File: src/sv/kct_pkg.sv
// Package for the keyed count table: field widths, table size, status codes
// and the request, response and control types. No dependencies.
package kct_pkg;

  localparam int TABLE_ENTRIES = 64;
  localparam int IDX_W         = $clog2(TABLE_ENTRIES);
  localparam int KEY_BITS      = 16;
  localparam int COUNT_BITS    = 32;

  typedef enum logic [2:0] {
    ST_INCREMENTED  = 3'd0,
    ST_INSERTED     = 3'd1,
    ST_ZERO_IGNORED = 3'd2,
    ST_TABLE_FULL   = 3'd3,
    ST_DECREMENTED  = 3'd4,
    ST_REMOVED      = 3'd5,
    ST_ABSENT       = 3'd6
  } status_e;

  typedef enum logic {
    REQ_ADD    = 1'b0,
    REQ_REMOVE = 1'b1
  } req_type_e;

  typedef struct packed {
    logic                  req_type;
    logic [KEY_BITS-1:0]   item_key;
    logic [COUNT_BITS-1:0] amount;
  } req_t;

  typedef struct packed {
    status_e               status;
    logic [COUNT_BITS-1:0] result_count;
    logic                  saturated;
  } rsp_t;

  typedef struct packed {
    logic [KEY_BITS-1:0]   key;
    logic [COUNT_BITS-1:0] count;
  } entry_t;

  typedef struct packed {
    logic load;
    logic scan;
    logic apply;
  } dp_cmd_t;

  typedef struct packed {
    logic scan_last;
    logic out_free;
  } dp_stat_t;

endpackage

File: src/sv/kct_ctrl.sv
// Controller for the keyed count table: sequences request load, table scan
// and update. Depends on kct_pkg.
module kct_ctrl
  import kct_pkg::*;
(
  input  logic     clk_i,
  input  logic     rst_ni,
  input  logic     in_valid_i,
  input  dp_stat_t stat_i,
  output dp_cmd_t  cmd_o,
  output logic     idle_o
);

  localparam logic [1:0] S_IDLE  = 2'd0;
  localparam logic [1:0] S_SCAN  = 2'd1;
  localparam logic [1:0] S_DRAIN = 2'd2;
  localparam logic [1:0] S_EXEC  = 2'd3;

  logic [1:0] state_q, state_d;

  always_comb begin
    state_d = state_q;
    cmd_o   = '0;
    case (state_q)
      S_IDLE: begin
        if (in_valid_i) begin
          cmd_o.load = 1'b1;
          state_d    = S_SCAN;
        end
      end
      S_SCAN: begin
        cmd_o.scan = 1'b1;
        if (stat_i.scan_last) begin
          state_d = S_DRAIN;
        end
      end
      S_DRAIN: begin
        state_d = S_EXEC;
      end
      S_EXEC: begin
        if (stat_i.out_free) begin
          cmd_o.apply = 1'b1;
          state_d     = S_IDLE;
        end
      end
      default: begin
        state_d = S_IDLE;
      end
    endcase
  end

  assign idle_o = (state_q == S_IDLE);

  always_ff @(posedge clk_i or negedge rst_ni) begin
    if (!rst_ni) begin
      state_q <= S_IDLE;
    end else begin
      state_q <= state_d;
    end
  end

endmodule

File: src/sv/kct_dp.sv
// Datapath for the keyed count table: entry memory, valid bits, scan
// tracking, count update and output register. Depends on kct_pkg.
module kct_dp
  import kct_pkg::*;
(
  input  logic     clk_i,
  input  logic     rst_ni,
  input  req_t     in_req_i,
  input  dp_cmd_t  cmd_i,
  output dp_stat_t stat_o,
  input  logic     out_stall_i,
  output logic     out_valid_o,
  output rsp_t     out_rsp_o
);

  localparam logic [COUNT_BITS-1:0] COUNT_MAX = {COUNT_BITS{1'b1}};

  entry_t mem [TABLE_ENTRIES];

  logic [TABLE_ENTRIES-1:0] valid_q, valid_d;
  req_t                     req_q;
  logic [IDX_W-1:0]         idx_q;
  entry_t                   rd_q;
  logic [IDX_W-1:0]         rd_idx_q;
  logic                     rd_vld_q;
  logic                     hit_q, free_q;
  logic [IDX_W-1:0]         hit_idx_q, free_idx_q;
  logic [COUNT_BITS-1:0]    hit_cnt_q;
  logic                     out_valid_q;
  rsp_t                     out_q, rsp_d;

  logic                     we;
  logic [IDX_W-1:0]         waddr;
  entry_t                   wdata;
  logic [COUNT_BITS:0]      sum;
  logic                     match, empty;

  assign match = rd_vld_q && valid_q[rd_idx_q] && (rd_q.key == req_q.item_key);
  assign empty = rd_vld_q && !valid_q[rd_idx_q];
  assign sum   = {1'b0, hit_cnt_q} + {1'b0, req_q.amount};

  always_comb begin
    we      = 1'b0;
    waddr   = hit_idx_q;
    wdata   = '{key: req_q.item_key, count: '0};
    valid_d = valid_q;
    rsp_d   = '{status: ST_ABSENT, result_count: '0, saturated: 1'b0};
    if (req_q.req_type == REQ_ADD) begin
      if (hit_q) begin
        we                 = 1'b1;
        wdata.count        = sum[COUNT_BITS] ? COUNT_MAX : sum[COUNT_BITS-1:0];
        rsp_d.status       = ST_INCREMENTED;
        rsp_d.result_count = wdata.count;
        rsp_d.saturated    = sum[COUNT_BITS];
      end else if (req_q.amount == '0) begin
        rsp_d.status = ST_ZERO_IGNORED;
      end else if (!free_q) begin
        rsp_d.status = ST_TABLE_FULL;
      end else begin
        we                 = 1'b1;
        waddr              = free_idx_q;
        wdata.count        = req_q.amount;
        valid_d[free_idx_q] = 1'b1;
        rsp_d.status       = ST_INSERTED;
        rsp_d.result_count = req_q.amount;
      end
    end else begin
      if (!hit_q) begin
        rsp_d.status = ST_ABSENT;
      end else if (req_q.amount >= hit_cnt_q) begin
        valid_d[hit_idx_q] = 1'b0;
        rsp_d.status       = ST_REMOVED;
      end else begin
        we                 = 1'b1;
        wdata.count        = hit_cnt_q - req_q.amount;
        rsp_d.status       = ST_DECREMENTED;
        rsp_d.result_count = wdata.count;
      end
    end
  end

  always_ff @(posedge clk_i) begin
    if (cmd_i.apply && we) begin
      mem[waddr] <= wdata;
    end
    if (cmd_i.scan) begin
      rd_q     <= mem[idx_q];
      rd_idx_q <= idx_q;
    end
    if (cmd_i.load) begin
      req_q <= in_req_i;
    end
    if (match && !hit_q) begin
      hit_idx_q <= rd_idx_q;
      hit_cnt_q <= rd_q.count;
    end
    if (empty && !free_q) begin
      free_idx_q <= rd_idx_q;
    end
    if (cmd_i.apply) begin
      out_q <= rsp_d;
    end
  end

  always_ff @(posedge clk_i or negedge rst_ni) begin
    if (!rst_ni) begin
      valid_q     <= '0;
      idx_q       <= '0;
      rd_vld_q    <= 1'b0;
      hit_q       <= 1'b0;
      free_q      <= 1'b0;
      out_valid_q <= 1'b0;
    end else begin
      rd_vld_q <= cmd_i.scan;
      if (cmd_i.load) begin
        idx_q <= '0;
      end else if (cmd_i.scan) begin
        idx_q <= idx_q + 1'b1;
      end
      if (cmd_i.load || cmd_i.apply) begin
        hit_q  <= 1'b0;
        free_q <= 1'b0;
      end else begin
        if (match) begin
          hit_q <= 1'b1;
        end
        if (empty) begin
          free_q <= 1'b1;
        end
      end
      if (cmd_i.apply) begin
        valid_q     <= valid_d;
        out_valid_q <= 1'b1;
      end else if (!out_stall_i) begin
        out_valid_q <= 1'b0;
      end
    end
  end

  assign stat_o.scan_last = (idx_q == IDX_W'(TABLE_ENTRIES - 1));
  assign stat_o.out_free  = !out_valid_q || !out_stall_i;
  assign out_valid_o      = out_valid_q;
  assign out_rsp_o        = out_q;

  a_apply_out_free: assert property (@(posedge clk_i) disable iff (!rst_ni)
    cmd_i.apply |-> (!out_valid_q || !out_stall_i))
    else $error("update while output register is held");

  a_hit_valid: assert property (@(posedge clk_i) disable iff (!rst_ni)
    hit_q |-> valid_q[hit_idx_q])
    else $error("matched slot is not valid");

  a_free_empty: assert property (@(posedge clk_i) disable iff (!rst_ni)
    free_q |-> !valid_q[free_idx_q])
    else $error("free slot is valid");

  a_apply_after_scan: assert property (@(posedge clk_i) disable iff (!rst_ni)
    cmd_i.apply |-> (!rd_vld_q && !cmd_i.scan))
    else $error("update with a compare still pending");

endmodule

File: src/sv/keyed_count_table.sv
// Top level of the keyed count table: joins the controller and datapath.
// Depends on kct_pkg, kct_ctrl and kct_dp.
//
// Usage: a request (in_req_i: add or remove, key, amount) enters on the
// input channel when in_valid_i is high and in_stall_o is low. Each request
// gives exactly one response on the output channel (out_rsp_o: status,
// count after the request, saturation flag), taken when out_valid_o is high
// and out_stall_i is low.
// A request scans all 64 table slots, one memory read a cycle; then the
// compare of the last read and the update follow, and the response is
// registered in the output register. A request is not taken while another
// is in progress: in_stall_o is low only while no request is in progress;
// a new request may be taken while the last response still waits in the
// output register.
// Reset clears all valid bits at once, so the table starts empty and takes
// requests in the first cycle after reset. When the receiver stalls, the
// response holds; a finished update waits until the output register is
// free and the input stays stalled meanwhile.
module keyed_count_table
  import kct_pkg::*;
(
  input  logic clk_i,
  input  logic rst_ni,
  input  logic in_valid_i,
  output logic in_stall_o,
  input  req_t in_req_i,
  output logic out_valid_o,
  input  logic out_stall_i,
  output rsp_t out_rsp_o
);

  dp_cmd_t  cmd;
  dp_stat_t stat;
  logic     idle;

  kct_ctrl u_ctrl (
    .clk_i      (clk_i),
    .rst_ni     (rst_ni),
    .in_valid_i (in_valid_i),
    .stat_i     (stat),
    .cmd_o      (cmd),
    .idle_o     (idle)
  );

  kct_dp u_dp (
    .clk_i       (clk_i),
    .rst_ni      (rst_ni),
    .in_req_i    (in_req_i),
    .cmd_i       (cmd),
    .stat_o      (stat),
    .out_stall_i (out_stall_i),
    .out_valid_o (out_valid_o),
    .out_rsp_o   (out_rsp_o)
  );

  assign in_stall_o = !idle;

endmodule
File: config.mk
export PLATFORM = sky130hd
export DESIGN_NAME = keyed_count_table
export DESIGN_NICKNAME = d
export VERILOG_FILES = /design/src/sv/kct_pkg.sv /design/src/sv/kct_ctrl.sv /design/src/sv/kct_dp.sv /design/src/sv/keyed_count_table.sv
export SDC_FILE = /design/constraint.sdc
export NUM_CORES = 2
export LEC_CHECK = 0
export BUFFER_PORTS_ARGS = -buffer_cell sky130_fd_sc_hd__buf_2
export CAP_MARGIN = 20
export CORE_AREA = 2 2 613 615
export DETAILED_ROUTE_END_ITERATION = 10
export DIE_AREA = 0 0 615 617
export GPL_ROUTABILITY_DRIVEN = 0
export PLACE_DENSITY = 0.57
export SYNTH_ARGS = -nofsm -noshare
export SYNTH_HDL_FRONTEND = slang
export SYNTH_SLANG_ARGS = --single-unit
File: constraint.sdc
create_clock -name clk_i -period 17.51 [get_ports clk_i]
set_input_delay 0 -clock clk_i [delete_from_list [all_inputs] [get_ports clk_i]]
set_output_delay 0 -clock clk_i [all_outputs]
set_load 0.005 [all_outputs]
# == Yosys cells after proc, flatten, opt, wreduce, memory -nomap -nowiden ==
# Memories as Yosys holds them, arrays and structs flattened. A register that Yosys moved wholly into a read port is not among the register bits.
# Index checks and enable logic that the tools add are counted.
# totals
register_bits,211
out_inout_bits,38
n_memories,1
word_cells,123
inputBits,53
ram_bits,3072
# op_classes
reduce_logical,25
bitwise_logic,4
n_mux,54
order_cmp,6
eq_ne,13
addsub,3
# mem_list
memory,depth,width,read_ports,rd_ports_with_merged_regs,wr,line,text
u_dp.mem,64,48,1,1,1,kct_dp.sv:18,entry_t mem [TABLE_ENTRIES];
# ops
operator,count
$mux 64,6
$mux 32,7
$mux 35,2
$and 64x64->64,1
$not 64->64,1
$or 64x64->64,1
$mux 6,6
$add 32x32->33,1
$ge 32x32->1,1
$logic_not 32->1,1
$sub 32x32->32,1
$mux 1,23
$lt 6x7->1 const B,3
$eq 16x16->1,1
$demux 1 s6,2
$ge 6x1->1 const B,2
$mux 2,6
$ne 2x2->1 const B,5
$logic_and 1x1->1,8
$pmux 2 s4,1
$reduce_bool 2->1,4
$add 6x1->6 const B,1
$bmux 1 s6,1
$eq 6x6->1 const B,1
10 further kinds,19

# == Logic depth before layout (Yosys ltp) ==
# depth
word_depth,9
depth_mapped,15
depth_no_buf,14

# == Hierarchy ==
# A second synthesis with hierarchy kept.
# unflattened
hier_cells,5682
hier_area_um2,130437.6
# by_module_without_submodules
module,n_inst,area_each_um2,cells_per_inst
kct_dp,1,130264.9,5664
kct_ctrl,1,168.9,17
keyed_count_table,1,3.8,1

# == Worst setup path after synthesis ==
# Ideal clock, no wire load.
# synth_path
kind,register to register
from,reg u_dp.req_q[14] (netlist name)
to,"mem u_dp.mem[0][21] (netlist name), data pin"
t_arrival_ns,4.978
path_slack_ns,11.822
setup_time_ns,0.710
t_required_ns,16.800
stages_incl_launch_ff,12
period_less_slack_ns,5.688
path_cell_list,edfxtp_1 inv_1 ha_1 buf_2 inv_1 nor4_2 a21boi_1 o2111ai_1 a21oi_1 buf_2 a21oi_1 o21ai_0
# synth_via
elab_chain_cells,4
word_cells_on_any_way,10
classes_between,2 x add/sub; 1 x order compare; 6 x mux; 1 x reduce/logical
# synth_rtl
item,line,text
"start, declared",kct_dp.sv:21,req_t req_q;
"start signal, assigned",kct_dp.sv:91,req_q <= in_req_i;
$add 32x32->33 (tied with other cells),kct_dp.sv:40,"assign sum = {1'b0, hit_cnt_q} + {1'b0, req_q.amount};"
$mux 32 (on tied branches),"kct_dp.sv:51, kct_dp.sv:55, kct_dp.sv:70",
$mux 32 (on tied branches),"kct_dp.sv:49, kct_dp.sv:68",
$mux 32 (*),kct_dp.sv:48,if (req_q.req_type == REQ_ADD) begin
"end, declared",kct_dp.sv:18,
# Mark *: on every way between the ends. The rest lies on a longest branch, timed or not.

# == Final worst setup path ==
# layout_path
from,reg u_dp.req_q[28] (netlist name)
to,"mem u_dp.mem[59][46] (netlist name), enable pin"
# layout_via
elab_chain_cells,7
word_cells_on_any_way,13
classes_between,1 x order compare; 10 x mux; 2 x reduce/logical
# layout_rtl
item,line,text
$ge 32x32->1 / $logic_not 32->1 (equally long branches),"kct_dp.sv:70, kct_dp.sv:55",
$mux 1 (on tied branches),"kct_dp.sv:70, kct_dp.sv:55",
$mux 1 (on tied branches),"kct_dp.sv:68, kct_dp.sv:49",
$mux 1,kct_dp.sv:48,
$logic_and 1x1->1,kct_dp.sv:83,if (cmd_i.apply && we) begin
$mux 1,kct_dp.sv:83,
$mux 1 (implied by the code),kct_dp.sv:84,mem[waddr] <= wdata;
# Several ways; a longest one is shown, not always the timed one.

==> impl_metrics.toml <==
[timing]
worstMarginPinSlew_ns = 1.19
period_share_pct = 36.4
rsz0062_at_grt = "false"
fin_worst_skew_ns = 0.0576
relSlewSlack_pct = 20.5
setup-tns-final_ns = 0
max_freq_mhz = 157
hold_violations = 0
setup_viol = 0
period_needed_ns = 6.37
maxSlewViolCount = 0

[route]
drt_pass1_iterations = 6
remaining_drc_errors = 0
wirelength_mm = 369
drtIter0Drc = 9453
routedWlPerCell_um = 32.6
via_count = 63600
ant_nets = 0
via_per_inst = 5.60

[floorplanning]
start_util_pct = 34.8
core_area_um2 = 374000
die_area_um2 = 379000
ioPinCount = 91
fp.dieW_um = 615
die_height_um = 617
rows = 225

[min_path]
min_path_type = "primary input to flip-flop"

[grt]
grt_max_degree = 133
grt_pass1_wl_mm = 515
grt_pass1_vias = 63900
globalRouteMet1Util_pct = 27.2
antenna_found_initial = 20
use_met3_pct = 2.93
track_usage_pct = 19.1
grt-busiest-layer = "met2"
grt.met2_usage_pct = 30.9
overflow = 0

[cells_and_area]
fill_cells = 32600
area_growth_pct = 15.3
nNetsFinal = 6193
drive_gt1_share_pct = 30.3
final_area_um2 = 150000

[critical_path]
crit_buf_inv = 2
crit_path_max_incr_delay_ns = 0.87
cp_max_fo = 34
cp.required_ns = 18.03
cp_top_family = "simple AND/OR/NAND/NOR gates"
crit_slowest_cell = "or3_1"
cp-start-kind = "flip-flop"
crit_chain = "inv_1 > ha_1 > nand3_1 > nor4_1 > o2111ai_1 > a21boi_2 > a21o_1 > nand2_1 > or3_1 > nor2_4 > buf_4"
critPathKind = "flip-flop to flip-flop"
cp-end-kind = "flip-flop"
cp.arrival_ns = 6.89

[yosys]
synth_area_um2 = 130000
synth.distinct_cells = 79
synth_cells = 5627
synth_enable_flop_cells = 3255
yosys_warnings = 0
syn_avg_cell_area_um2 = 23.1
ys.flop_type = "edfxtp_1"
synth-async-reset-ratio_pct = 2.28
yosysSeqAreaShare_pct = 76.6
synth-seq-cells = 3331
synth_nets = 5753

[clocking]
post_cts_buffers = 0
cts_tree = "yes"
htreeDepth = 5
cts.sinks = 3331
cts_root_buf = "clkbuf_16"
cts_buffers = 350
clk-insertion-delay-late_ns = 0.93
clockBufferDepth = 4
cts-resized-gates = 0
path_clk_slew_ns = 0.06

[pwr]
pwr_density_cell_nw_per_um2 = 143
ir_drop_uv = 131
p_total_mw = 21.5
leakage_nw = 46.4

[placed_design]
dpl-instance-area_um2 = 138000
dp_hpwl_mm = 198
port_buffers = 90

[flow_run]
drv_cap = 0

[outcome]
outcome = "finished clean"
## sequential cells by signal (all words and copies together) (netlist names)
name,cells
u_dp.rd_vld_q,1
u_dp.mem,3072
u_dp.hit_q,1
u_dp.req_q,49
u_dp.out_rsp_o,36
u_dp.free_q,1
u_ctrl.state_q,2
u_dp.free_idx_q,6
u_dp.rd_idx_q,6
u_dp.idx_q,6
u_dp.valid_q,64
u_dp.out_valid_o,1
u_dp.hit_idx_q,6
u_dp.hit_cnt_q,32
u_dp.rd_q,48
## power breakdown
group | internal (mW) | total (mW) | switching, mW | leakage [nW]
Combinational | 2.27 | 4.85 | 2.58 | 10.3
Sequential | 9.26 | 9.50 | 0.242 | 30.8
Clock | 4.04 | 7.18 | 3.14 | 5.35
## tightest hold or removal path: cells and delay by family
family	cells	cell delay [ns]
buffers and inverters	2	0.63
AO/OA/AOI/OAI	2	0.33
## layout make-up
type	instances	area [um2]	share of cell area, %
antenna	3	7.51	0.00500
clock buffer	439	9240	6.16
clock inverter	195	1760	1.18
inverter	67	251	0.168
multi-input combinational	1933	29600	19.7
sequential	3331	99700	66.4
tap	4994	6250	4.16
timing repair buffer	384	3270	2.18
## cell families after synthesis
kind of cell    count (synthesis)  share of synthesized area [%]
compound gates                371                           1.81
xor+xnor                       67                          0.451
fa+ha+maj                      73                          0.713
buf+inv                       363                           1.12
flops                        3331                           76.6
mux                          1040                           17.9
simple gates                  382                           1.43
## timing repair
action / in CTS / in global routing
endpoints found under the hold margin: 184 / 0
endpoints found under the setup margin: 0 / 0
hold buffers: 104 / 0
## layer usage
layer / share of wire (%) / routed length [um] / vias to the layer above
li1: - / - / 25000
met1: 42 / 154000 / 35000
met2: 48 / 178000 / 3069
met3: 7.9 / 29300 / 522
met4: 2.4 / 8740 / 0
met5: 0 / 0 / -
## stage by stage
step	hold WS [ns]	std cells	util, %	setup slack [ns]
6_report	0.0740	11300	40.2	11.14
5_1_grt	0.137	11300	40.2	11.08
4_1_cts	0.0181	11300	40.1	11.34
3_5_place_dp	0.178	10600	36.9	11.37
3_3_place_gp	0.180	10600	36.8	11.34
2_1_floorplan	-0.296	5627	-	11.82
## path summary, 6_finish.rpt
check | slack (ns) | endpoint | startpoint | cells after the start
worst max-delay path | 11.14 | u_dp.mem[59][46] | u_dp.req_q[28] | 11
worst min-delay path | 0.07 | u_ctrl.state_q[0] | in_valid_i | 4
worst max register to register | 11.14 | u_dp.mem[59][46] | u_dp.req_q[28] | 11
worst min register to register | 0.42 | u_dp.hit_cnt_q[8] | u_dp.rd_q[8] | 0
max in group asynchronous | 16.94 | u_dp.idx_q[2] | rst_ni | 4
min in group asynchronous | 0.18 | u_ctrl.state_q[1] | rst_ni | 4
## synth_stat cells, drive strengths merged, types with 25 or more instances
cell type | n | area (um2)
a21oi | 119 | 596
nand2 | 61 | 229
xnor2 | 55 | 482
mux4 | 1029 | 23200
nand3 | 27 | 135
o21ai | 113 | 569
a221o | 25 | 250
edfxtp | 3255 | 97700
inv | 67 | 251
ha | 71 | 888
nor2 | 151 | 569
dfrtp | 76 | 1900
buf | 93 | 450
clkbuf | 203 | 762
## layout by cell type (no fill, tap or decap), types with 77 or more instances in the layout
master         count
nor2_1            85
a21oi_1          118
edfxtp_1        3255
dlygate4sd3_1    103
mux4_2          1029
buf_2             89
buf_4            166
clkbuf_16        354
clkbuf_1          79
clkinv_1          77
o21ai_0          107
Note: power is estimated with default switching activity, not from simulation.
